File: src/rtl/core/hcv_pkg.sv
package hcv_pkg;

    // Field and register widths.
    localparam int DATA_W      = 32;
    localparam int ADDR_W      = 4;
    localparam int REG_W       = 12;
    localparam int HSV_W       = 8;
    localparam int COORD_W     = 11;
    localparam int CODE_W      = 3;
    localparam int OUT_VOTE_W  = 22;
    localparam int NUM_CLASSES = 5;

    // Largest coordinate bound a region register may hold.
    localparam int COORD_LIMIT = 2048;

    localparam int VOTE_BITS_DEFAULT = 22;

    localparam logic [REG_W-1:0] REGION_BOUND_RESET = REG_W'(2048);

    // Class thresholds on hue, saturation and brightness.
    localparam logic [HSV_W-1:0] RED_HUE_LOW_MAX  = 8'd15;
    localparam logic [HSV_W-1:0] RED_HUE_HIGH_MIN = 8'd170;
    localparam logic [HSV_W-1:0] HUE_MAX          = 8'd180;
    localparam logic [HSV_W-1:0] YELLOW_HUE_MIN   = 8'd20;
    localparam logic [HSV_W-1:0] YELLOW_HUE_MAX   = 8'd30;
    localparam logic [HSV_W-1:0] YELLOW_SAT_MIN   = 8'd10;
    localparam logic [HSV_W-1:0] BLUE_HUE_MIN     = 8'd110;
    localparam logic [HSV_W-1:0] BLUE_HUE_MAX     = 8'd115;
    localparam logic [HSV_W-1:0] BLUE_VAL_MIN     = 8'd50;
    localparam logic [HSV_W-1:0] MID_SAT_MIN      = 8'd40;
    localparam logic [HSV_W-1:0] MID_SAT_MAX      = 8'd100;
    localparam logic [HSV_W-1:0] DIM_VAL_MAX      = 8'd100;
    localparam logic [HSV_W-1:0] WHITE_VAL_MIN    = 8'd200;
    localparam logic [HSV_W-1:0] BLACK_VAL_MAX    = 8'd15;

    typedef enum logic [1:0] {
        REG_LEFT   = 2'd0,
        REG_TOP    = 2'd1,
        REG_RIGHT  = 2'd2,
        REG_BOTTOM = 2'd3
    } reg_index_t;

    typedef enum logic [CODE_W-1:0] {
        CLS_WHITE  = 3'd0,
        CLS_RED    = 3'd1,
        CLS_YELLOW = 3'd2,
        CLS_BLUE   = 3'd3,
        CLS_BLACK  = 3'd4
    } class_t;

    typedef struct packed {
        logic [REG_W-1:0] left;
        logic [REG_W-1:0] top;
        logic [REG_W-1:0] right;
        logic [REG_W-1:0] bottom;
    } region_t;

    // One classified pixel on its way to the vote counters.
    typedef struct packed {
        logic   valid;
        logic   last;
        logic   hit;
        class_t cls;
    } vote_t;

endpackage

File: src/rtl/core/hcv_regs.sv
module hcv_regs
(
    input  logic                         clk,
    input  logic                         rst_n,
    input  logic                         psel,
    input  logic                         penable,
    input  logic                         pwrite,
    input  logic [hcv_pkg::ADDR_W-1:0]   paddr,
    input  logic [hcv_pkg::DATA_W-1:0]   pwdata,
    output logic [hcv_pkg::DATA_W-1:0]   prdata,
    output logic                         pready,
    output hcv_pkg::region_t             region
);

    localparam int LIMIT_W = $clog2(hcv_pkg::COORD_LIMIT + 1);
    localparam int CW = (hcv_pkg::REG_W > LIMIT_W) ? hcv_pkg::REG_W : LIMIT_W;

    hcv_pkg::region_t            region_reg;
    hcv_pkg::region_t            region_next;
    hcv_pkg::reg_index_t         index;
    logic                        wr_en;
    logic [CW-1:0]               wr_wide;
    logic [hcv_pkg::REG_W-1:0]   wr_value;
    logic [hcv_pkg::REG_W-1:0]   rd_value;

    assign index   = hcv_pkg::reg_index_t'(paddr[hcv_pkg::ADDR_W-1:2]);
    assign wr_en   = psel && penable && pwrite;
    assign wr_wide = CW'(pwdata[hcv_pkg::REG_W-1:0]);

    // Values above the coordinate limit (low REG_W bits of pwdata) are clamped to it.
    assign wr_value = (wr_wide > CW'(hcv_pkg::COORD_LIMIT)) ?
                      hcv_pkg::REG_W'(hcv_pkg::COORD_LIMIT) :
                      pwdata[hcv_pkg::REG_W-1:0];

    always_comb
    begin
        region_next = region_reg;
        if (wr_en)
        begin
            case (index)
                hcv_pkg::REG_LEFT:   region_next.left   = wr_value;
                hcv_pkg::REG_TOP:    region_next.top    = wr_value;
                hcv_pkg::REG_RIGHT:  region_next.right  = wr_value;
                hcv_pkg::REG_BOTTOM: region_next.bottom = wr_value;
                default:             region_next = region_reg;
            endcase
        end
    end

    always_ff @(posedge clk or negedge rst_n)
    begin
        if (!rst_n)
        begin
            region_reg.left   <= '0;
            region_reg.top    <= '0;
            region_reg.right  <= hcv_pkg::REGION_BOUND_RESET;
            region_reg.bottom <= hcv_pkg::REGION_BOUND_RESET;
        end
        else
        begin
            region_reg <= region_next;
        end
    end

    always_comb
    begin
        case (index)
            hcv_pkg::REG_LEFT:   rd_value = region_reg.left;
            hcv_pkg::REG_TOP:    rd_value = region_reg.top;
            hcv_pkg::REG_RIGHT:  rd_value = region_reg.right;
            hcv_pkg::REG_BOTTOM: rd_value = region_reg.bottom;
            default:             rd_value = '0;
        endcase
    end

    assign prdata = {{(hcv_pkg::DATA_W - hcv_pkg::REG_W){1'b0}}, rd_value};
    assign pready = 1'b1;
    assign region = region_reg;

endmodule

File: src/rtl/core/hcv_classify.sv
module hcv_classify
(
    input  logic                        clk,
    input  logic                        rst_n,
    input  logic                        in_valid,
    output logic                        in_stall,
    input  logic [hcv_pkg::HSV_W-1:0]   hue,
    input  logic [hcv_pkg::HSV_W-1:0]   saturation,
    input  logic [hcv_pkg::HSV_W-1:0]   brightness,
    input  logic [hcv_pkg::COORD_W-1:0] column,
    input  logic [hcv_pkg::COORD_W-1:0] row,
    input  logic                        last_pixel,
    input  hcv_pkg::region_t            region,
    output hcv_pkg::vote_t              vote,
    input  logic                        vote_take
);

    logic                        s1_valid_reg;
    logic                        s1_valid_next;
    logic [hcv_pkg::HSV_W-1:0]   hue_reg;
    logic [hcv_pkg::HSV_W-1:0]   sat_reg;
    logic [hcv_pkg::HSV_W-1:0]   val_reg;
    logic [hcv_pkg::COORD_W-1:0] col_reg;
    logic [hcv_pkg::COORD_W-1:0] row_reg;
    logic                        last_reg;

    logic                        s2_valid_reg;
    logic                        s2_valid_next;
    logic                        s2_last_reg;
    logic                        s2_hit_reg;
    hcv_pkg::class_t             s2_cls_reg;

    logic                        s1_load;
    logic                        s2_load;
    logic [hcv_pkg::REG_W-1:0]   col_wide;
    logic [hcv_pkg::REG_W-1:0]   row_wide;
    logic                        in_region;
    logic                        sat_mid;
    logic                        hit;
    hcv_pkg::class_t             cls;

    // Each stage moves when it is empty or its item moves on.
    assign s2_load  = !s2_valid_reg || vote_take;
    assign s1_load  = !s1_valid_reg || s2_load;
    assign in_stall = !s1_load;

    assign s1_valid_next = s1_load ? in_valid : s1_valid_reg;
    assign s2_valid_next = s2_load ? s1_valid_reg : s2_valid_reg;

    assign col_wide  = hcv_pkg::REG_W'(col_reg);
    assign row_wide  = hcv_pkg::REG_W'(row_reg);
    assign in_region = (col_wide >= region.left) && (col_wide < region.right) &&
                       (row_wide >= region.top) && (row_wide < region.bottom);
    assign sat_mid   = (sat_reg >= hcv_pkg::MID_SAT_MIN) && (sat_reg <= hcv_pkg::MID_SAT_MAX);

    // Class tests in priority order; the first that matches wins.
    always_comb
    begin
        hit = in_region;
        cls = hcv_pkg::CLS_WHITE;
        if ((hue_reg <= hcv_pkg::RED_HUE_LOW_MAX) && sat_mid &&
            (val_reg <= hcv_pkg::DIM_VAL_MAX))
        begin
            cls = hcv_pkg::CLS_RED;
        end
        else if ((hue_reg >= hcv_pkg::RED_HUE_HIGH_MIN) && (hue_reg <= hcv_pkg::HUE_MAX) &&
                 sat_mid && (val_reg <= hcv_pkg::DIM_VAL_MAX))
        begin
            cls = hcv_pkg::CLS_RED;
        end
        else if ((hue_reg >= hcv_pkg::YELLOW_HUE_MIN) && (hue_reg <= hcv_pkg::YELLOW_HUE_MAX) &&
                 (sat_reg >= hcv_pkg::YELLOW_SAT_MIN))
        begin
            cls = hcv_pkg::CLS_YELLOW;
        end
        else if ((hue_reg >= hcv_pkg::BLUE_HUE_MIN) && (hue_reg <= hcv_pkg::BLUE_HUE_MAX) &&
                 sat_mid && (val_reg >= hcv_pkg::BLUE_VAL_MIN) &&
                 (val_reg <= hcv_pkg::DIM_VAL_MAX))
        begin
            cls = hcv_pkg::CLS_BLUE;
        end
        else if ((hue_reg <= hcv_pkg::HUE_MAX) && (val_reg >= hcv_pkg::WHITE_VAL_MIN))
        begin
            cls = hcv_pkg::CLS_WHITE;
        end
        else if ((hue_reg <= hcv_pkg::HUE_MAX) && (val_reg <= hcv_pkg::BLACK_VAL_MAX))
        begin
            cls = hcv_pkg::CLS_BLACK;
        end
        else
        begin
            hit = 1'b0;
        end
    end

    always_ff @(posedge clk or negedge rst_n)
    begin
        if (!rst_n)
        begin
            s1_valid_reg <= 1'b0;
            s2_valid_reg <= 1'b0;
        end
        else
        begin
            s1_valid_reg <= s1_valid_next;
            s2_valid_reg <= s2_valid_next;
        end
    end

    always_ff @(posedge clk)
    begin
        if (s1_load)
        begin
            hue_reg  <= hue;
            sat_reg  <= saturation;
            val_reg  <= brightness;
            col_reg  <= column;
            row_reg  <= row;
            last_reg <= last_pixel;
        end
        if (s2_load)
        begin
            s2_last_reg <= last_reg;
            s2_hit_reg  <= hit;
            s2_cls_reg  <= cls;
        end
    end

    assign vote.valid = s2_valid_reg;
    assign vote.last  = s2_last_reg;
    assign vote.hit   = s2_hit_reg;
    assign vote.cls   = s2_cls_reg;

endmodule

File: src/rtl/core/hcv_votes.sv
module hcv_votes
#(
    parameter int VOTE_BITS = hcv_pkg::VOTE_BITS_DEFAULT
)
(
    input  logic                                             clk,
    input  logic                                             rst_n,
    input  hcv_pkg::vote_t                                   vote,
    output logic                                             vote_take,
    output logic                                             snap_valid,
    output logic [hcv_pkg::NUM_CLASSES-1:0][VOTE_BITS-1:0]   snap,
    input  logic                                             snap_ready
);

    localparam logic [VOTE_BITS-1:0] VOTE_MAX = {VOTE_BITS{1'b1}};

    logic [hcv_pkg::NUM_CLASSES-1:0][VOTE_BITS-1:0] cnt_reg;
    logic [hcv_pkg::NUM_CLASSES-1:0][VOTE_BITS-1:0] cnt_next;
    logic [hcv_pkg::NUM_CLASSES-1:0][VOTE_BITS-1:0] snap_reg;
    logic [hcv_pkg::NUM_CLASSES-1:0][VOTE_BITS-1:0] snap_next;
    logic [hcv_pkg::NUM_CLASSES-1:0][VOTE_BITS-1:0] bumped;
    logic                                           snap_valid_reg;
    logic                                           snap_valid_next;
    logic                                           take_last;

    // A last item needs the snapshot register free; other items always go in.
    assign vote_take = vote.valid && (!vote.last || !snap_valid_reg || snap_ready);
    assign take_last = vote_take && vote.last;

    always_comb
    begin
        for (int i = 0; i < hcv_pkg::NUM_CLASSES; i++)
        begin
            bumped[i] = cnt_reg[i];
            if (vote.hit && (vote.cls == hcv_pkg::class_t'(hcv_pkg::CODE_W'(i))) &&
                (cnt_reg[i] != VOTE_MAX))
            begin
                bumped[i] = cnt_reg[i] + 1'b1;
            end
        end
    end

    always_comb
    begin
        cnt_next        = cnt_reg;
        snap_next       = snap_reg;
        snap_valid_next = snap_valid_reg && !snap_ready;
        if (vote_take)
        begin
            if (vote.last)
            begin
                snap_next       = bumped;
                cnt_next        = '0;
                snap_valid_next = 1'b1;
            end
            else
            begin
                cnt_next = bumped;
            end
        end
    end

    always_ff @(posedge clk or negedge rst_n)
    begin
        if (!rst_n)
        begin
            cnt_reg        <= '0;
            snap_valid_reg <= 1'b0;
        end
        else
        begin
            cnt_reg        <= cnt_next;
            snap_valid_reg <= snap_valid_next;
        end
    end

    always_ff @(posedge clk)
    begin
        snap_reg <= snap_next;
    end

    assign snap_valid = snap_valid_reg;
    assign snap       = snap_reg;

`ifndef SYNTHESIS
    a_last_fills_snapshot: assert property (@(posedge clk) disable iff (!rst_n)
        take_last |=> snap_valid_reg)
        else $error("last item taken but no snapshot held");

    a_last_clears_counters: assert property (@(posedge clk) disable iff (!rst_n)
        take_last |=> (cnt_reg == '0))
        else $error("vote counters not cleared after last item");

    a_snapshot_holds: assert property (@(posedge clk) disable iff (!rst_n)
        (snap_valid_reg && !snap_ready) |=> (snap_valid_reg && $stable(snap_reg)))
        else $error("waiting snapshot changed");
`endif

endmodule

File: src/rtl/core/hcv_argmax.sv
module hcv_argmax
#(
    parameter int VOTE_BITS = hcv_pkg::VOTE_BITS_DEFAULT
)
(
    input  logic                                             clk,
    input  logic                                             rst_n,
    input  logic                                             snap_valid,
    input  logic [hcv_pkg::NUM_CLASSES-1:0][VOTE_BITS-1:0]   snap,
    output logic                                             snap_ready,
    output logic                                             out_valid,
    input  logic                                             out_stall,
    output logic [hcv_pkg::CODE_W-1:0]                       color_code,
    output logic [hcv_pkg::OUT_VOTE_W-1:0]                   winning_votes
);

    localparam int WIDE_W = (VOTE_BITS > hcv_pkg::OUT_VOTE_W) ? VOTE_BITS : hcv_pkg::OUT_VOTE_W;
    localparam logic [hcv_pkg::OUT_VOTE_W-1:0] OUT_MAX = {hcv_pkg::OUT_VOTE_W{1'b1}};

    logic                             pair_valid_reg;
    logic                             pair_valid_next;
    hcv_pkg::class_t                  w01_idx_reg;
    logic [VOTE_BITS-1:0]             w01_cnt_reg;
    hcv_pkg::class_t                  w23_idx_reg;
    logic [VOTE_BITS-1:0]             w23_cnt_reg;
    logic [VOTE_BITS-1:0]             c4_reg;

    logic                             out_valid_reg;
    logic                             out_valid_next;
    logic [hcv_pkg::CODE_W-1:0]       color_code_reg;
    logic [hcv_pkg::OUT_VOTE_W-1:0]   winning_votes_reg;

    logic                             out_load;
    hcv_pkg::class_t                  mid_idx;
    logic [VOTE_BITS-1:0]             mid_cnt;
    hcv_pkg::class_t                  best_idx;
    logic [VOTE_BITS-1:0]             best_cnt;
    logic [WIDE_W-1:0]                best_wide;

    assign out_load   = !out_valid_reg || !out_stall;
    assign snap_ready = !pair_valid_reg || out_load;

    assign pair_valid_next = snap_ready ? snap_valid : pair_valid_reg;
    assign out_valid_next  = out_load ? pair_valid_reg : out_valid_reg;

    // Second level of the compare tree; a later class wins only on a strictly
    // larger count, so ties stay with the lower index.
    always_comb
    begin
        if (w23_cnt_reg > w01_cnt_reg)
        begin
            mid_idx = w23_idx_reg;
            mid_cnt = w23_cnt_reg;
        end
        else
        begin
            mid_idx = w01_idx_reg;
            mid_cnt = w01_cnt_reg;
        end
        if (c4_reg > mid_cnt)
        begin
            best_idx = hcv_pkg::CLS_BLACK;
            best_cnt = c4_reg;
        end
        else
        begin
            best_idx = mid_idx;
            best_cnt = mid_cnt;
        end
    end

    assign best_wide = WIDE_W'(best_cnt);

    always_ff @(posedge clk or negedge rst_n)
    begin
        if (!rst_n)
        begin
            pair_valid_reg <= 1'b0;
            out_valid_reg  <= 1'b0;
        end
        else
        begin
            pair_valid_reg <= pair_valid_next;
            out_valid_reg  <= out_valid_next;
        end
    end

    always_ff @(posedge clk)
    begin
        if (snap_ready)
        begin
            if (snap[1] > snap[0])
            begin
                w01_idx_reg <= hcv_pkg::CLS_RED;
                w01_cnt_reg <= snap[1];
            end
            else
            begin
                w01_idx_reg <= hcv_pkg::CLS_WHITE;
                w01_cnt_reg <= snap[0];
            end
            if (snap[3] > snap[2])
            begin
                w23_idx_reg <= hcv_pkg::CLS_BLUE;
                w23_cnt_reg <= snap[3];
            end
            else
            begin
                w23_idx_reg <= hcv_pkg::CLS_YELLOW;
                w23_cnt_reg <= snap[2];
            end
            c4_reg <= snap[4];
        end
        if (out_load)
        begin
            color_code_reg <= best_idx;
            if (best_wide > WIDE_W'(OUT_MAX))
            begin
                winning_votes_reg <= OUT_MAX;
            end
            else
            begin
                winning_votes_reg <= best_wide[hcv_pkg::OUT_VOTE_W-1:0];
            end
        end
    end

    assign out_valid     = out_valid_reg;
    assign color_code    = color_code_reg;
    assign winning_votes = winning_votes_reg;

endmodule

File: src/rtl/core/hsv_color_vote_classifier.sv
// A last pixel's result passes the classify, snapshot, tree and output registers in order.
// Throughput: one pixel item per cycle; the input register, classify stage and vote counters
// run every cycle unless a last pixel must wait behind an earlier result still in the tree.
// Reset (rst_n low, asynchronous) empties the pipeline, zeros all vote counters and sets the
// region registers to left 0, top 0, right 2048, bottom 2048.
module hsv_color_vote_classifier
#(
    parameter int VOTE_BITS = hcv_pkg::VOTE_BITS_DEFAULT
)
(
    input  logic                           clk,
    input  logic                           rst_n,

    input  logic                           psel,
    input  logic                           penable,
    input  logic                           pwrite,
    input  logic [hcv_pkg::ADDR_W-1:0]     paddr,
    input  logic [hcv_pkg::DATA_W-1:0]     pwdata,
    output logic [hcv_pkg::DATA_W-1:0]     prdata,
    output logic                           pready,

    input  logic                           in_valid,
    output logic                           in_stall,
    input  logic [hcv_pkg::HSV_W-1:0]      hue,
    input  logic [hcv_pkg::HSV_W-1:0]      saturation,
    input  logic [hcv_pkg::HSV_W-1:0]      brightness,
    input  logic [hcv_pkg::COORD_W-1:0]    column,
    input  logic [hcv_pkg::COORD_W-1:0]    row,
    input  logic                           last_pixel,

    output logic                           out_valid,
    input  logic                           out_stall,
    output logic [hcv_pkg::CODE_W-1:0]     color_code,
    output logic [hcv_pkg::OUT_VOTE_W-1:0] winning_votes
);

    // The datapath is a short pipeline of registered stages:
    //   1. input register holding the pixel item,
    //   2. classify register: region test and the prioritized color tests,
    //   3. vote counters, plus a snapshot of the final counts on a last pixel,
    //   4. first level of the arg-max tree (white/red, yellow/blue, black),
    //   5. output register with the winner and its saturated count.
    // Pixels without the last mark end at the counters, so they never block on
    // the output side. A last pixel clears the counters as it takes its
    // snapshot, so the next frame can start voting in the following cycle.

    hcv_pkg::region_t                                region;
    hcv_pkg::vote_t                                  vote;
    logic                                            vote_take;
    logic                                            snap_valid;
    logic [hcv_pkg::NUM_CLASSES-1:0][VOTE_BITS-1:0]  snap;
    logic                                            snap_ready;

    hcv_regs u_regs
    (
        .clk     (clk),
        .rst_n   (rst_n),
        .psel    (psel),
        .penable (penable),
        .pwrite  (pwrite),
        .paddr   (paddr),
        .pwdata  (pwdata),
        .prdata  (prdata),
        .pready  (pready),
        .region  (region)
    );

    hcv_classify u_classify
    (
        .clk        (clk),
        .rst_n      (rst_n),
        .in_valid   (in_valid),
        .in_stall   (in_stall),
        .hue        (hue),
        .saturation (saturation),
        .brightness (brightness),
        .column     (column),
        .row        (row),
        .last_pixel (last_pixel),
        .region     (region),
        .vote       (vote),
        .vote_take  (vote_take)
    );

    hcv_votes #(.VOTE_BITS(VOTE_BITS)) u_votes
    (
        .clk        (clk),
        .rst_n      (rst_n),
        .vote       (vote),
        .vote_take  (vote_take),
        .snap_valid (snap_valid),
        .snap       (snap),
        .snap_ready (snap_ready)
    );

    hcv_argmax #(.VOTE_BITS(VOTE_BITS)) u_argmax
    (
        .clk           (clk),
        .rst_n         (rst_n),
        .snap_valid    (snap_valid),
        .snap          (snap),
        .snap_ready    (snap_ready),
        .out_valid     (out_valid),
        .out_stall     (out_stall),
        .color_code    (color_code),
        .winning_votes (winning_votes)
    );

endmodule
File: config.mk
export PLATFORM = sky130hd
export DESIGN_NAME = hsv_color_vote_classifier
export DESIGN_NICKNAME = d
export VERILOG_FILES = /design/src/rtl/core/hcv_pkg.sv /design/src/rtl/core/hcv_regs.sv /design/src/rtl/core/hcv_classify.sv /design/src/rtl/core/hcv_votes.sv /design/src/rtl/core/hcv_argmax.sv /design/src/rtl/core/hsv_color_vote_classifier.sv
export SDC_FILE = /design/constraint.sdc
export NUM_CORES = 1
export LEC_CHECK = 0
export BUFFER_PORTS_ARGS = -buffer_cell sky130_fd_sc_hd__buf_2
export CORE_MARGIN = 3
export CORE_UTILIZATION = 35
export CTS_CLUSTER_SIZE = 40
export DETAILED_ROUTE_END_ITERATION = 8
export PLACE_DENSITY = 0.48
export SYNTH_ARGS = -nofsm -noshare
export SYNTH_HDL_FRONTEND = slang
export SYNTH_SLANG_ARGS = --single-unit
File: constraint.sdc
create_clock -name clk -period 5 [get_ports clk]
set_input_delay 1 -clock clk [delete_from_list [all_inputs] [get_ports clk]]
set_output_delay 1 -clock clk [all_outputs]
set_load 0.1 [all_outputs]
==> After elaboration in Yosys (flattened, before gate mapping) <==
Cells that the tools add are included.
{ "classes": {"addsub": 5, "order_cmp": 24, "eq_ne": 12, "mux": 27, "n_reduce_logical": 55} }
{ "op_table": {"columns": ["cell", "count"], "rows": [
  ["two-way mux 22 bit", 9],
  ["adder 22 x 1 -> 22 bit (second input constant)", 5],
  ["two-way mux 110 bit", 1],
  ["!= test 22 bit (second input constant)", 5],
  ["> comparator 22 bit", 4],
  ["case mux 12 bit (4 select lines)", 1],
  ["logical AND 1 bit", 31],
  ["greater-or-equal comparator 11 x 12 -> 1 bit", 2],
  ["less-or-equal comparator 8 x 7 -> 1 bit (second input constant)", 3],
  ["< comparator 11 x 12 -> 1 bit", 2],
  ["> comparator 22 bit (second input constant)", 1],
  ["greater-or-equal comparator 8 x 6 -> 1 bit (second input constant)", 2],
  ["greater-or-equal comparator 8 bit (second input constant)", 2],
  ["less-or-equal comparator 8 x 4 -> 1 bit (second input constant)", 2],
  ["> comparator 12 bit (second input constant)", 1],
  ["two-way mux 12 bit", 1],
  ["two-way mux 1 bit", 10],
  ["AND reduction 2 bit", 5],
  ["logical NOT 1 bit", 9],
  ["greater-or-equal comparator 8 x 4 -> 1 bit (second input constant)", 1],
  ["greater-or-equal comparator 8 x 5 -> 1 bit (second input constant)", 1],
  ["greater-or-equal comparator 8 x 7 -> 1 bit (second input constant)", 1],
  ["less-or-equal comparator 8 x 5 -> 1 bit (second input constant)", 1],
  ["less-or-equal comparator 8 bit (second input constant)", 1],
  ["12 further kinds", 22]
]} }
{ "totals": {"reg_bits": 422, "input_bits": 90, "output_inout_bits": 60, "wordCells": 159} }

==> Longest topological paths before layout <==
{ "logic_depth": {"ltp_word": 10, "ltp_mapped": 19, "depth_no_buf": 16} }

==> Cells and area by module <==
A second synthesis with hierarchy kept.
{ "hier_totals": {"hier_cells": 2082, "area_unflattened_um2": 23642.7} }
{ "by_module_without_submodules": {"columns": ["mod", "instances", "cells_per_inst", "area_each_um2", "seq_area_each_um2"], "rows": [
  ["hcv_votes", 1, 1100, 11574.9, 6080.8],
  ["hcv_argmax", 1, 566, 6648.9, 2842.7],
  ["hcv_classify", 1, 245, 2960.3, 1611.5],
  ["hcv_regs", 1, 171, 2458.6, 1203.7]
]} }

==> Worst setup path after synthesis <==
Ideal clock, no wire load.
{ "synth_timing": {"path_type": "register to register", "startpoint": "register u_argmax.out_valid_reg (netlist: u_argmax.out_valid)", "endpoint": "register u_votes.cnt_reg[2] (netlist bit)", "setup_time_ns": 0.095, "arrival_time_ns": 4.148, "required_time_ns": 4.905, "path_slack_ns": 0.757, "path_stages_with_launch": 9, "path_buffers": 2, "period_less_slack_ns": 4.243, "path_cell_list": "dfrtp_1 -> nand3_1 -> nor2_1 -> nand2_1 -> nand2_1 -> clkbuf_1 -> clkbuf_1 -> o21ai_0 -> o31ai_1"} }
{ "synth_between": {"elab_chain_len": 5} }
{ "synth_lines": {"columns": ["item", "line_no", "rtl"], "rows": [
  ["start, declared", "hcv_argmax.sv:28", "logic out_valid_reg;"],
  ["start signal, assigned", "hcv_argmax.sv:84", "out_valid_reg <= out_valid_next;"],
  ["logical NOT 1 bit", "hcv_argmax.sv:40", "assign out_load = !out_valid_reg || !out_stall;"],
  ["logical OR 1 bit", "hcv_argmax.sv:40", null],
  ["logical OR 1 bit", "hcv_argmax.sv:41", "assign snap_ready = !pair_valid_reg || out_load;"],
  ["named net snap_ready", "hsv_color_vote_classifier.sv:52", "logic snap_ready;"],
  ["logical OR 1 bit", "hcv_votes.sv:27", "assign vote_take = vote.valid && (!vote.last || !snap_valid_reg || snap_ready);"],
  ["logical AND 1 bit", "hcv_votes.sv:27", null],
  ["end signal, assigned", "hcv_votes.sv:72", "cnt_reg <= cnt_next;"],
  ["end, declared", "hcv_votes.sv:17", "logic [hcv_pkg::NUM_CLASSES-1:0][VOTE_BITS-1:0] cnt_reg;"]
]} }
The timed path passes the listed nets, and every way through them passes these cells.
A chain may end at the register's enable or synchronous reset.

==> Final worst setup path <==
{ "layout_timing": {"startpoint": "register u_argmax.w23_cnt_reg[19]", "endpoint": "register u_argmax.winning_votes_reg, in the netlist u_argmax.winning_votes[3], data pin"} }
{ "layout_between": {"elab_chain_len": 5} }
{ "layout_lines": {"columns": ["item", "line_no", "rtl"], "rows": [
  ["start, declared", "hcv_argmax.sv:25", "logic [VOTE_BITS-1:0] w23_cnt_reg;"],
  ["start signal, assigned", "hcv_argmax.sv:105", "w23_cnt_reg <= snap[3];"],
  ["start signal, assigned", "hcv_argmax.sv:110", "w23_cnt_reg <= snap[2];"],
  ["> comparator 22 bit", "hcv_argmax.sv:50", "if (w23_cnt_reg > w01_cnt_reg)"],
  ["two-way mux 22 bit *", "hcv_argmax.sv:50", null],
  ["> comparator 22 bit", "hcv_argmax.sv:60", "if (c4_reg > mid_cnt)"],
  ["two-way mux 22 bit *", "hcv_argmax.sv:60", null],
  ["> comparator 22 bit", "hcv_argmax.sv:117", "if (best_wide > WIDE_W'(OUT_MAX))"],
  ["end signal, assigned", "hcv_argmax.sv:123", "winning_votes_reg <= best_wide[hcv_pkg::OUT_VOTE_W-1:0];"],
  ["end, declared", "hcv_argmax.sv:31", "logic [hcv_pkg::OUT_VOTE_W-1:0] winning_votes_reg;"]
]} }
Mark *: on every way between the ends. The rest lies on a longest branch, timed or not.

==> qor.txt <==
Maximum vdd drop = 0.283 mV
IO Pins = 150
Ys flop type = edfxtp_1
Die area = 66800 µm²
Worst rel slew slack = 0.206
P per Cell Area = 397 nW/µm²
Fin util = 0.406
Die Wd = 259 µm
GP Congestion = 0.800
R2r setup slk = 400 ps
RR Startpoint = u_argmax.w23_cnt_reg[19]$_DFFE_PP_
Min Tclk post-route = 4600 ps
Hold WC Path Type = primary input to async pin
Top Family by Delay on Critical Path = compound AO/OA/AOI/OAI gates
Yosys warning count = 0
Clock Skew = 34.0 ps
Clock sink total = 418
Post-CTS Hold Buffers = 0
Die Y = 259 µm
Max H-tree Level = 2
Root Driver = clkbuf_16
Syn Area/Cell = 11.4 µm²
Port buffer count = 106
Pre-CTS worst setup slack = 211 ps
Fraction of layout cells with a size suffix above 1 = 0.154
Vias in the first global route = 14900
Worst setup margin = 401 ps
Measured slew at the worst slew-check pin = 1190 ps
Dpl hpwl = 37900 µm
Synthesized cell area = 22300 µm²
Gr ovfl total = 0
Vias per cell = 5.07
CP Buf/Inv Count = 4
Setup TNS = 0 ps
CTS clk-pin slew, worst paths = 60 ps
RSZ-0062 raised after global routing = false
Slowest cell delay on critical path = 580 ps
Synthesized instance count = 1959
Post-DR wirelength/cell = 18.2 µm
First-pass iteration count of the detailed router = 5
DRC Markers = 0
Fill count = 5960
Outcome = finished clean
TritonCTS Buffers = 49
Starting DRT DRC Count = 907
Worst Path Arrival = 4920 ps
Critical Path Fanout Max = 11
Kind of critical path = flop to flop
Vias = 14900
Core area = 62400 µm²
Tot GR Track Use = 0.159
Synth-to-Final Area Change = 13.5%
Worst Reg2Reg Path Length in Cells = 18
Starting Density = 0.358
FF-to-FF End = u_argmax.winning_votes[3]$_SDFFCE_PN1P_
Non-Filler Instances = 2935
Leakage = 10.7 nW
Row count = 91
Worst path cell trace = ha_1 -> a21o_1 -> a21o_1 -> a2111oi_1 -> buf_4 -> a21boi_4 -> buf_12 -> buf_12 -> mux2i_1 -> ha_1 -> o21ai_0 -> a21oi_1 -> nor4_1 -> o22ai_1 -> a2111oi_2 -> nor2_2 -> buf_4 -> mux2i_1
CP Launch Point = u_argmax.w23_cnt_reg[19]$_DFFE_PP_
Max cap viols = 0
CP Launch Type = flop
Ys async rst share = 0.390
Final Hold Viols = 0
CP Capture Type = flop
Register area share after synthesis = 0.526
Layout Nets = 2282
Placed Cells = 2840
Worst-skew pair later-pin latency = 600 ps
Clk buf depth = 3
F_max = 217 MHz
Distinct cells, synth = 89
Initial antenna violation count = 3
Largest net degree at the start of global routing = 100
Setup violations, final = 0
Max stage delay cell, worst path = a2111oi_1
Antenna Nets Post-Route = 0
Critical Path RT = 5320 ps
First-pass GRT wire length = 83700 µm
Design Power = 10.1 mW
FF+latch count, synth = 418
Max-slew violations = 0
Fin crit share = 0.920
CTS tree = done
Number of synthesized flops with an enable pin = 255
Final WL = 53300 µm
## worst register-to-register path, delay by kind of cell, from the launching register on
family / cells / cell delay, ps
buffers and inverters: 4 / 730
adders and majority gates: 2 / 650
muxes: 2 / 430
and+or+nand+nor: 2 / 360
AOI/OAI and AO/OA: 8 / 1750
DFF: 1 / 420
## power by group
part	total [mW]	switching (mW)	internal, mW
Combinational	2.36	1.68	0.674
Sequential	4.26	0.199	4.06
Clock	3.44	1.46	1.98
Total	10.1	3.34	6.72
## metal layers
layer,GRT usage,wire length [µm],vias to the layer above
met5,0,10,-
met4,0.0427,1170,2
met3,0.0224,2020,76
met2,0.267,25400,273
met1,0.216,24800,7199
li1,-,-,7322
## worst max path at each step
stage | slack (ps) | depth (start not counted) | endpoint
after CTS | 220 | 18 | u_argmax.winning_votes[3]$_SDFFCE_PN1P_
after global placement | 260 | 18 | u_argmax.winning_votes[1]$_SDFFCE_PN1P_
after global routing | 110 | 20 | u_argmax.winning_votes[3]$_SDFFCE_PN1P_
final | 400 | 18 | u_argmax.winning_votes[3]$_SDFFCE_PN1P_
after floorplan | 760 | 8 | u_votes.cnt_reg[2]$_DFFE_PN0P_
after detailed placement | 210 | 18 | u_argmax.winning_votes[3]$_SDFFCE_PN1P_
## layout by cell type, fill, tap and decap left out, types with 41 or more instances in the layout
cell type    n
a21oi_1     60
buf_2      105
clkbuf_16   49
dfrtp_1    161
edfxtp_1   255
ha_1       135
inv_1      152
mux2i_1     71
nand2_1    174
nand3_1     52
nand4_1     41
nor2_1      61
o21ai_0    170
o31ai_1     44
xnor2_1     60
xor2_1      45
## area by class of cell
| class | count | area [µm²] | share of cell area |
|---|---|---|---|
| antenna | 1 | 2.50 | 0.0000988 |
| inverter | 152 | 571 | 0.0225 |
| multi-input combinational | 1306 | 9650 | 0.381 |
| clock inverter | 25 | 216 | 0.00855 |
| clock buffer | 66 | 1330 | 0.0525 |
| sequential | 418 | 11700 | 0.463 |
| timing repair buffer | 130 | 779 | 0.0308 |
| tap | 837 | 1050 | 0.0413 |
## repair_timing
item                                    CTS  global route
buffers inserted                          0             3
endpoints found under the setup margin    0            23
resized for setup                         0             1
## synth_stat cells, types with 4 or more instances
cell type    n  share of area
a211oi_1     4         0.0013
a21o_1      30          0.010
a21oi_1     60          0.013
a31oi_1     35         0.0098
and3_1      30         0.0084
and4_1      15         0.0059
buf_1        7         0.0012
buf_2       15         0.0034
buf_4       23         0.0077
clkbuf_1    54         0.0091
dfrtp_1    161           0.18
edfxtp_1   255           0.34
ha_1       135          0.076
inv_1      152          0.026
mux2_2      35          0.018
mux2_4      19          0.013
mux2i_1     71          0.032
mux4_2      12          0.012
nand2_1    176          0.030
nand2b_1    26         0.0073
nand3_1     53          0.012
nand4_1     41          0.011
nor2_1      61          0.010
nor2b_1     20         0.0056
nor3_1      11         0.0025
nor3_2       4         0.0018
nor3b_1      7         0.0024
nor4_1       8         0.0022
o2111ai_1    4         0.0016
o21ai_0    170          0.038
o21ai_1     13         0.0029
o31ai_1     44          0.015
or2_2        7         0.0020
or3_1       10         0.0028
or4_1        4         0.0013
xnor2_1     60          0.024
xor2_1      45          0.018
## cells by family after synthesis
family / after synthesis / synth area share
DFF: 418 / 0.526
adders and majority gates: 135 / 0.0757
and+or+nand+nor: 504 / 0.122
buffers and inverters: 254 / 0.0481
other: 2 / 0.000336
AOI/OAI and AO/OA: 403 / 0.112
muxes: 138 / 0.0749
xor gates and xnor gates: 105 / 0.0412
## metrics by stage
stage	instance area, µm²	hold slack, ps
detailed placement	23700	405
floorplan	22400	400
finish	25300	380
global placement	23700	403
CTS	25300	419
global route	25300	422
(Power assumes the default switching activity.)
